File: config.mk
export PLATFORM = sky130hd
export DESIGN_NAME = i2c_master_byte_engine
export DESIGN_NICKNAME = d
export VERILOG_FILES = /design/src/rtl/i2cme_pkg.sv /design/src/rtl/i2c_master_byte_engine.sv /design/src/rtl/i2cme_seq.sv
export SDC_FILE = /design/constraint.sdc
export NUM_CORES = 1
export LEC_CHECK = 0
export ABC_AREA = 1
export BUFFER_PORTS_ARGS = -buffer_cell sky130_fd_sc_hd__buf_2
export CAP_MARGIN = 20
export CORE_UTILIZATION = 60
export DETAILED_ROUTE_END_ITERATION = 8
export PLACE_DENSITY = 0.85
export SETUP_SLACK_MARGIN = 0.3
export SYNTH_ARGS = -nofsm -noshare
export SYNTH_HDL_FRONTEND = slang
export SYNTH_SLANG_ARGS = --single-unit
File: constraint.sdc
create_clock -name aclk -period 4.81 [get_ports aclk]
set_input_delay 0.481 -clock aclk [delete_from_list [all_inputs] [get_ports aclk]]
set_output_delay 0.481 -clock aclk [all_outputs]
set_load 0.01 [all_outputs]
File: src/rtl/i2cme_pkg.sv
// Shared types and constants of the I2C master byte engine.
`default_nettype none
package i2cme_pkg;

    localparam int TPP_W   = 16;
    localparam int PHASE_W = 5;

    typedef enum logic [2:0] {
        CMD_IDLE  = 3'd0,
        CMD_START = 3'd1,
        CMD_STOP  = 3'd2,
        CMD_WRITE = 3'd3,
        CMD_READ  = 3'd4
    } cmd_t;

    localparam logic [PHASE_W-1:0] LAST_PHASE_START = 5'd1;
    localparam logic [PHASE_W-1:0] LAST_PHASE_STOP  = 5'd2;
    localparam logic [PHASE_W-1:0] LAST_PHASE_BYTE  = 5'd18;
    localparam logic [PHASE_W-1:0] PHASE_ACK_LOW    = 5'd16;
    localparam logic [PHASE_W-1:0] PHASE_ACK_HIGH   = 5'd17;

    localparam logic [7:0] BYTE_MSB = 8'h80;

    typedef struct packed {
        logic scl;
        logic sda;
        logic en;
    } drive_t;

    typedef struct packed {
        logic       ack;
        logic [7:0] read_byte;
        logic       done;
        logic       busy;
        drive_t     drive;
    } seq_res_t;

    // bit positions in m_tdata
    localparam int RES_BUSY = 3;
    localparam int RES_DONE = 4;

endpackage
`default_nettype wire

File: src/rtl/i2c_master_byte_engine.sv
// I2C master byte engine: one input transfer per bus tick, one result transfer each.
// Each result is registered from its input transfer and offered in the cycle after it is taken.
// Throughput: one transfer per cycle unless m_tready stalls; one-pass state update.
// s_tready follows the result register: high when it is empty or being drained.
// Reset (aresetn low, synchronous): idle, SCL/SDA high, SDA released, phase length 1.
`default_nettype none
module i2c_master_byte_engine
    import i2cme_pkg::*;
(
    input  wire logic             aclk,
    input  wire logic             aresetn,
    input  wire logic             cfg_wen,
    input  wire logic [TPP_W-1:0] cfg_wdata,   // ticks_per_phase
    input  wire logic             s_tvalid,
    output logic                  s_tready,
    input  wire logic [15:0]      s_tdata,     // [7:0] write_data, [8] sda_in, zero fill
    input  wire logic [2:0]       s_tuser,     // [2:0] func
    input  wire logic             s_tlast,     // last_read
    output logic                  m_tvalid,
    input  wire logic             m_tready,
    output logic [15:0]           m_tdata      // [0] scl_level, [1] sda_level,
                                               // [2] sda_enable, [3] busy_res,
                                               // [4] done_res, [12:5] read_byte,
                                               // [13] ack_seen, zero fill
);

    logic [TPP_W-1:0] tpp_reg;
    logic             m_valid_reg;
    logic [15:0]      m_data_reg;
    logic             accept;
    seq_res_t         res;

    assign s_tready = !m_valid_reg || m_tready;
    assign accept   = s_tvalid && s_tready;

    always_ff @(posedge aclk) begin
        if (!aresetn) begin
            tpp_reg <= TPP_W'(1);
        end else if (cfg_wen) begin
            tpp_reg <= cfg_wdata;
        end
    end

    i2cme_seq u_seq (
        .aclk       (aclk),
        .aresetn    (aresetn),
        .adv        (accept),
        .func       (s_tuser),
        .write_data (s_tdata[7:0]),
        .last_read  (s_tlast),
        .sda_in     (s_tdata[8]),
        .tpp        (tpp_reg),
        .res        (res)
    );

    always_ff @(posedge aclk) begin
        if (!aresetn) begin
            m_valid_reg <= 1'b0;
        end else if (accept) begin
            m_valid_reg <= 1'b1;
        end else if (m_tready) begin
            m_valid_reg <= 1'b0;
        end
    end

    always_ff @(posedge aclk) begin
        if (accept) begin
            m_data_reg <= {2'b00, res.ack, res.read_byte, res.done, res.busy,
                           res.drive.en, res.drive.sda, res.drive.scl};
        end
    end

    assign m_tvalid = m_valid_reg;
    assign m_tdata  = m_data_reg;

    a_done_not_busy: assert property (@(posedge aclk) disable iff (!aresetn)
        m_valid_reg && m_data_reg[RES_DONE] |-> !m_data_reg[RES_BUSY])
        else $error("done result still reports busy");

    a_ready_when_empty: assert property (@(posedge aclk) disable iff (!aresetn)
        !m_valid_reg |-> s_tready)
        else $error("input stalled with empty result register");

    a_result_after_accept: assert property (@(posedge aclk) disable iff (!aresetn)
        accept |=> m_valid_reg)
        else $error("accepted transfer produced no result");

endmodule
`default_nettype wire

File: src/rtl/i2cme_seq.sv
// Phase sequencer of the I2C master byte engine: state and per-tick update.
`default_nettype none
module i2cme_seq
    import i2cme_pkg::*;
(
    input  wire logic             aclk,
    input  wire logic             aresetn,
    input  wire logic             adv,
    input  wire logic [2:0]       func,
    input  wire logic [7:0]       write_data,
    input  wire logic             last_read,
    input  wire logic             sda_in,
    input  wire logic [TPP_W-1:0] tpp,
    output seq_res_t              res
);

    cmd_t               cmd_reg, cmd_next;
    logic [PHASE_W-1:0] phase_reg, phase_next;
    logic [7:0]         shift_reg, shift_next;
    logic [TPP_W-1:0]   div_reg, div_next;
    drive_t             drive_reg, drive_next;
    logic               ack_reg, ack_next;
    logic               nack_reg, nack_next;
    logic [7:0]         read_reg, read_next;
    logic               done;
    logic [TPP_W-1:0]   div_dec;
    logic [TPP_W-1:0]   tpp_eff;
    logic [PHASE_W-1:0] last_phase;

    function automatic drive_t enter_drive(cmd_t c, logic [PHASE_W-1:0] p, logic bit7,
                                           logic nack, drive_t cur);
        drive_t d;
        d = cur;
        case (c)
            CMD_START: begin
                if (p == '0) begin
                    d = '{scl: 1'b1, sda: 1'b1, en: 1'b1};
                end else begin
                    d.sda = 1'b0;
                end
            end
            CMD_STOP: begin
                if (p == '0) begin
                    d = '{scl: 1'b0, sda: 1'b0, en: 1'b1};
                end else if (p == 5'd1) begin
                    d.scl = 1'b1;
                end else begin
                    d.sda = 1'b1;
                end
            end
            CMD_WRITE, CMD_READ: begin
                if (p < PHASE_ACK_LOW) begin
                    if (!p[0]) begin
                        d.scl = 1'b0;
                        if (c == CMD_WRITE) begin
                            d.en  = 1'b1;
                            d.sda = bit7;
                        end else begin
                            d.en = 1'b0;
                        end
                    end else begin
                        d.scl = 1'b1;
                    end
                end else if (p == PHASE_ACK_LOW) begin
                    d.scl = 1'b0;
                    if (c == CMD_WRITE) begin
                        d.en = 1'b0;
                    end else begin
                        d.en  = 1'b1;
                        d.sda = nack;
                    end
                end else if (p == PHASE_ACK_HIGH) begin
                    d.scl = 1'b1;
                end else begin
                    d.scl = 1'b0;
                end
            end
            default: begin
                d = cur;
            end
        endcase
        return d;
    endfunction

    assign tpp_eff = (tpp == '0) ? TPP_W'(1) : tpp;
    assign div_dec = div_reg - TPP_W'(1);

    always_comb begin
        case (cmd_reg)
            CMD_START: last_phase = LAST_PHASE_START;
            CMD_STOP:  last_phase = LAST_PHASE_STOP;
            default:   last_phase = LAST_PHASE_BYTE;
        endcase
    end

    always_comb begin
        cmd_next   = cmd_reg;
        phase_next = phase_reg;
        shift_next = shift_reg;
        div_next   = div_reg;
        drive_next = drive_reg;
        ack_next   = ack_reg;
        nack_next  = nack_reg;
        read_next  = read_reg;
        done       = 1'b0;
        if (cmd_reg != CMD_IDLE) begin
            div_next = div_dec;
            if (div_dec == '0) begin
                if (phase_reg < PHASE_ACK_LOW && phase_reg[0]) begin
                    if (cmd_reg == CMD_WRITE) begin
                        shift_next = {shift_reg[6:0], 1'b0};
                    end else if (cmd_reg == CMD_READ) begin
                        shift_next = {shift_reg[6:0], sda_in};
                        if (phase_reg == PHASE_ACK_LOW - 5'd1) begin
                            read_next = {shift_reg[6:0], sda_in};
                        end
                    end
                end else if (phase_reg == PHASE_ACK_HIGH && cmd_reg == CMD_WRITE) begin
                    ack_next = !sda_in;
                end
                if (phase_reg >= last_phase) begin
                    cmd_next   = CMD_IDLE;
                    phase_next = '0;
                    done       = 1'b1;
                end else begin
                    phase_next = phase_reg + 5'd1;
                    div_next   = tpp_eff;
                    drive_next = enter_drive(cmd_reg, phase_reg + 5'd1,
                                             |(shift_next & BYTE_MSB), nack_reg, drive_reg);
                end
            end
        end else begin
            case (func)
                CMD_START, CMD_STOP, CMD_WRITE, CMD_READ: begin
                    cmd_next   = cmd_t'(func);
                    phase_next = '0;
                    shift_next = (func == CMD_WRITE) ? write_data : 8'h00;
                    if (func == CMD_READ) begin
                        nack_next = last_read;
                    end
                    div_next   = tpp_eff;
                    drive_next = enter_drive(cmd_t'(func), '0, |(shift_next & BYTE_MSB),
                                             nack_next, drive_reg);
                end
                default: begin
                    cmd_next = CMD_IDLE;
                end
            endcase
        end
    end

    always_ff @(posedge aclk) begin
        if (!aresetn) begin
            cmd_reg   <= CMD_IDLE;
            phase_reg <= '0;
            shift_reg <= '0;
            div_reg   <= '0;
            drive_reg <= '{scl: 1'b1, sda: 1'b1, en: 1'b0};
            ack_reg   <= 1'b0;
            nack_reg  <= 1'b0;
            read_reg  <= '0;
        end else if (adv) begin
            cmd_reg   <= cmd_next;
            phase_reg <= phase_next;
            shift_reg <= shift_next;
            div_reg   <= div_next;
            drive_reg <= drive_next;
            ack_reg   <= ack_next;
            nack_reg  <= nack_next;
            read_reg  <= read_next;
        end
    end

    assign res.ack       = ack_next;
    assign res.read_byte = read_next;
    assign res.done      = done;
    assign res.busy      = (cmd_next != CMD_IDLE);
    assign res.drive     = drive_next;

endmodule
`default_nettype wire
==> run metrics, run 1 <==
P_int=0.00114 W; first-pass GRT wire length=20.2 mm; flops & latches, synth=76; Die ar.=8230 um^2; Peak VDD IR=0.223 mV; Reg-to-Reg Start=u_seq.cmd_reg[0]; Worst Max-Slew Pin Slew=1080 ps; I/O pins=59; Sw Ratio=37.2%; R2R cell count=11; Via Count=4966; fmax=284 MHz; clk_skew=8.58 ps; share of cells above drive strength 1=12.1%; critical path class=register to register; Initial Util=63.4%; pwr dens=348 nW/um^2; initial antenna violation count=0; post-place setup slack=1500 ps; crit path DAT=3750 ps; top cells by area, synth=dfxtp_1 26%, nand2_1 13%, edfxtp_1 8.9%; P&R area growth vs syn=10.1%; combinational power share=30.6%; Cell Area, Synth=4720 um^2; grt ovf=0; Fillers=668; status=complete, no violations; CTS tree=yes; CP Capture Type=register; CTS max path bufs=2; detailed placement HPWL=8.65 mm; Synth cell types=33; Total Routing Usage GR=29.9%; Hold Crit Class=input port to register; drc violations=0; Core ar.=7450 um^2; I/O Buffers=49; row count=31; initial drt markers=460; max-slew violation count=0; setup bufs post-CTS=0; Resized Gates After CTS=0; Die Ht=90.7 um; worst rel slew slack=27.9%; Reg power frac=40.9%; routability congestion estimate=0.916; total iterations of the first detailed-routing run=6; post-synthesis cell count=724; Synth top area share=26.3%; final wirelength=12.1 mm; Critical Path Fanout Max=16; Final Power=0.00181 W; fin area=5200 um^2; final hold vios=0; worst reg2reg path endpoint=u_seq.div_reg[3]; unrepaired setup endpoints after global routing=false; Leakage=2.39 nW; Hold Crit Depth=3; Finished Layout Cells=867; Yosys top cell by area=dfxtp_1; # diodes=0; clk root buf=clkbuf_8; WHS Endpoint=tpp_reg[0]; Final WS setup=1280 ps; htree depth=3; flop-to-flop setup slack=1280 ps; yosys warns=0; routed len/inst=13.9 um; Max Cap Viol=0; sequential-to-total area share from yosys stat=35.2%; vias in the first global route=4502; mean post-synth cell area=6.52 um^2; Sinks on Clock Net=76; crit share post-route=73.3%; post-route ant nets=0; post-route minimum period=3530 ps; setup TNS=0 ps; via/cell ratio=5.73; DP Cell Count=851; Nets=814; Die X-Extent=90.7 um; clock network fraction of total power=28.5%; sw power=0.000673 W; largest net degree at the start of global routing=33; CP required=5030 ps; clock slew at reported path FFs=80 ps; critical path launch point type=register; dpl cell area=4990 um^2; Hold Buf Count CTS=0; setup-violating endpoint count in the final report=0; worst hold start=cfg_wdata[0]; Num CTS Buffers=9; latest clock arrival within the worst-skew pair=360 ps
==> through the flow <==
stage | hold slack, ps | utilization [%]
floorplan | 440 | -
detailed placement | 472 | 67.1
global placement | 450 | 67.1
global route | 351 | 69.8
CTS | 331 | 69.8
finish | 337 | 69.8
==> cells by family after synthesis <==
group | Yosys count | share of synthesized area, %
flip-flops | 76 | 35.2
AND/OR/NAND/NOR | 348 | 32.0
adder cells (fa/ha/maj) | 10 | 2.65
other | 1 | 0.0794
buffers and inverters | 127 | 10.9
XOR/XNOR | 2 | 0.371
AO/OA/AOI/OAI | 160 | 18.8
==> synthesized netlist by cell type (all sizes together) <==
cell	count
nor2	74
o211ai	1
nand4	17
nor4	2
nand3	75
nand2	168
nand3b	3
conb	1
a21oi	69
xnor2	2
a32o	7
ha	10
inv	95
o21ai	82
or2	1
and2	1
edfxtp	14
clkbuf	18
buf	8
nor3	7
dfxtp	62
a22oi	1
clkinv	6
==> layout make-up <==
class | instances | area (um^2) | area share [%]
Multi-Input combinational cell | 522 | 2550 | 49.0
Timing Repair Buffer | 53 | 275 | 5.29
Tap cell | 99 | 124 | 2.38
Clock buffer | 10 | 138 | 2.65
Clock inverter | 6 | 68.8 | 1.32
Sequential cell | 76 | 1660 | 32.0
Inverter | 101 | 384 | 7.39
==> worst max-delay path, cell delays in order (launching register included) <==
cell      delay [ps]
dfxtp_1          410
inv_1             90
nor3_1           380
ha_1             320
o21ai_0           90
nand3b_1         110
a21oi_1          840
inv_1            280
nand2_1          480
nand3_1          190
nand3_1          120
a21oi_1           80
==> power groups by stage <==
| stage | registers (W) | logic, W | clock network [W] |
|---|---|---|---|
| after floorplan | 0.000747 | 0.000421 | 0 |
| after global placement | 0.000751 | 0.000530 | 0 |
| after detailed placement | 0.000753 | 0.000544 | 0 |
| after CTS | 0.000739 | 0.000547 | 0.000519 |
| after global routing | 0.000746 | 0.000630 | 0.000546 |
| final | 0.000740 | 0.000554 | 0.000517 |
==> layer usage <==
layer,routed length [um],track usage (%),vias up
li1,-,-,2467
met1,5500,40.8,2259
met2,5480,48.7,218
met3,908,4.38,22
met4,180,9.41,0
met5,0,0,-
==> how the worst max path moves through the flow <==
stage	startpoint	endpoint	cells after the start
floorplan	m_tready	u_seq.shift_reg[0]	9
global placement	u_seq.cmd_reg[0]	u_seq.div_reg[3]	10
detailed placement	u_seq.cmd_reg[0]	u_seq.div_reg[3]	11
CTS	u_seq.cmd_reg[0]	u_seq.div_reg[3]	11
global route	u_seq.phase_reg[0]	u_seq.div_reg[3]	10
finish	u_seq.cmd_reg[0]	u_seq.div_reg[3]	11
==> cells in the final DEF (no fill, tap or decap), drive strengths merged <==
master | synthesis | layout
a21oi | 69 | 69
a22oi | 1 | 1
a32o | 7 | 7
and2 | 1 | 1
buf | 8 | 53
bufinv | 0 | 1
clkbuf | 18 | 10
clkinv | 6 | 8
clkinvlp | 0 | 1
conb | 1 | 2
dfxtp | 62 | 62
edfxtp | 14 | 14
ha | 10 | 10
inv | 95 | 97
nand2 | 168 | 168
nand3 | 75 | 75
nand3b | 3 | 3
nand4 | 17 | 17
nor2 | 74 | 74
nor3 | 7 | 7
nor4 | 2 | 2
o211ai | 1 | 1
o21ai | 82 | 82
or2 | 1 | 1
xnor2 | 2 | 2
Note: power is estimated with default switching activity, not from simulation.
==> run 2, diff against run 1 <==
Settings changed: CORE_UTILIZATION 60 to 53, PLACE_DENSITY 0.85 to 0.8.
Clock period 4.81 ns to 3.1 ns, I/O delays scaled along.
==> run 2 against run 1 <==
Setup slack got worse by 680 ps. Die area increased by 13%. Routed wire length increased by 1.7%. Final cell count increased by 2.0%.
==> run metrics, run 2 (same netlist as run 1, synthesis figures left out) <==
status=complete, no violations (unchanged); I/O Buffers=49 (unchanged); row count=34 (was 31); sw power=0.00106 W (was 0.000673 W); P&R area growth vs syn=11.8% (was 10.1%); Reg power frac=41.0% (was 40.9%); slowest library cell on the worst path=a21oi_4 (was a21oi_1); most used cell along the critical path=nand2_1; total iterations of the first detailed-routing run=5 (was 6); critical path's top delay family=simple AND/OR/NAND/NOR gates (unchanged); share of cells above drive strength 1=13.4% (was 12.1%); commonest non-fill, non-tap cells in the layout=163 x nand2_1, 95 x inv_1, 74 x nand3_1 (was 164 x nand2_1, 95 x inv_1, 75 x nand3_1); CP Cell Sequence=inv_1 > ha_2 > nand3_1 > inv_1 > nand2_1 > nand2_1 > nand2_1 > nor2_1 > nand2_1 > nor2_2 > nand2_4 > a21oi_4 > nand3_1 > a21oi_1 (was inv_1 > nor3_1 > ha_1 > o21ai_0 > nand3b_1 > a21oi_1 > inv_1 > nand2_1 > nand3_1 > nand3_1 > a21oi_1); commonest non-fill, non-tap cell in the layout=nand2_1 (unchanged); Die ar.=9290 um^2 (was 8230 um^2); worst rel slew slack=29.7% (was 27.9%); Die Ht=96.4 um (was 90.7 um); grt ovf=0 (unchanged); unrepaired setup endpoints after global routing=false (unchanged); htree depth=3 (unchanged); Nets=822 (was 814); drc violations=0 (unchanged); Sw Ratio=38.0% (was 37.2%); first-pass GRT wire length=20.0 mm (was 20.2 mm); Worst Max-Slew Pin Slew=1050 ps (was 1080 ps); clk_skew=11.1 ps (was 8.58 ps); routability congestion estimate=0.984 (was 0.916); max-slew violation count=0 (unchanged); initial antenna violation count=0 (unchanged); Max Cap Viol=0 (unchanged); Critical Path Fanout Max=14 (was 16); largest net degree at the start of global routing=32 (was 33); clock slew at reported path FFs=90 ps (was 80 ps); CTS max path bufs=2 (unchanged); CP required=3380 ps (was 5030 ps); Hold Buf Count CTS=0 (unchanged); post-route minimum period=2500 ps (was 3530 ps); crit share post-route=80.6% (was 73.3%); Critical Path Max Stage Delay=370 ps (was 840 ps); Hold Crit Class=input port to register (unchanged); WP buf/inv=2 (unchanged); setup TNS=0 ps (unchanged); fmax=400 MHz (was 284 MHz); Finished Layout Cells=884 (was 867); DP Cell Count=866 (was 851); CP Capture Type=register (unchanged); setup-violating endpoint count in the final report=0 (unchanged); crit path DAT=2780 ps (was 3750 ps); Sinks on Clock Net=76 (unchanged); final wirelength=12.3 mm (was 12.1 mm); clk root buf=clkbuf_8 (unchanged); Leakage=2.43 nW (was 2.39 nW); routed len/inst=13.9 um (about the same); detailed placement HPWL=8.80 mm (was 8.65 mm); critical path class=register to register (unchanged); I/O pins=59 (unchanged); Die X-Extent=96.4 um (was 90.7 um); post-route ant nets=0 (unchanged); initial drt markers=299 (was 460); # diodes=0 (unchanged); final hold vios=0 (unchanged); Num CTS Buffers=9 (unchanged); clock network fraction of total power=27.3% (was 28.5%); critical path launch point type=register (unchanged); Peak VDD IR=0.303 mV (was 0.223 mV); P_int=0.00173 W (was 0.00114 W); vias in the first global route=4483 (was 4502); via/cell ratio=5.59 (was 5.73); Core ar.=8680 um^2 (was 7450 um^2); pwr dens=528 nW/um^2 (was 348 nW/um^2); Initial Util=54.4% (was 63.4%); combinational power share=31.7% (was 30.6%); latest clock arrival within the worst-skew pair=360 ps (about the same); Total Routing Usage GR=28.0% (was 29.9%); Via Count=4943 (was 4966); CTS tree=yes (unchanged)
## run 2: routing by layer
layer	global-route usage, %	up-vias	routed length [um]
li1	-	2485	-
met1	32.9	2257	5190
met2	50.5	174	6050
met3	4.07	27	659
met4	12.5	0	373
met5	0	-	0
## run 2: what timing repair did
item	CTS	global route
resized for setup	0	5
setup endpoints to repair	11	30
pin swaps	1	0
buffers inserted	2	0
## run 2: worst paths after layout
check                                         from                  to  slack [ps]  depth (start not counted)
worst min register to register  u_seq.drive_reg[2]  u_seq.drive_reg[2]         470                          2
worst max register to register    u_seq.div_reg[0]  u_seq.shift_reg[2]         600                         14
worst max-delay path              u_seq.div_reg[0]  u_seq.shift_reg[2]         600                         14
worst min-delay path                  cfg_wdata[0]          tpp_reg[0]         150                          3
## run 2: through the flow
step / hold slack [ps] / power, W / instance area [um^2] / setup WS (ps) / util [%]
3_5_place_dp: 462 / 0.00203 / 5050 / 302 / 58.2
6_report: 153 / 0.00279 / 5280 / 602 / 60.8
3_3_place_gp: 452 / 0.00200 / 5050 / 399 / 58.2
2_1_floorplan: 410 / 0.00181 / 4730 / 895 / -
4_1_cts: 150 / 0.00278 / 5260 / 348 / 60.6
5_1_grt: 178 / 0.00298 / 5280 / 317 / 60.8
## run 2: tightest hold or removal path, cell delays in order
cell	delay, ps
buf_2	70
a21oi_1	50
o21ai_0	60
## run 2: cell type report
cell class,count,area (um^2)
clock buffers,11,153
repair buffers,61,335
inverters,101,384
flip-flops and latches,76,1660
clock inverters,5,40.0
well taps,108,135
multi-input cells,522,2570
fillers,814,3400
## run 2: power groups by stage
stage / clock network, W / registers (W) / logic (W)
final: 0.000762 / 0.00114 / 0.000883
after floorplan: 0 / 0.00116 / 0.000654
after global placement: 0 / 0.00116 / 0.000839
after CTS: 0.000772 / 0.00114 / 0.000868
after detailed placement: 0 / 0.00116 / 0.000864
after global routing: 0.000816 / 0.00115 / 0.00101
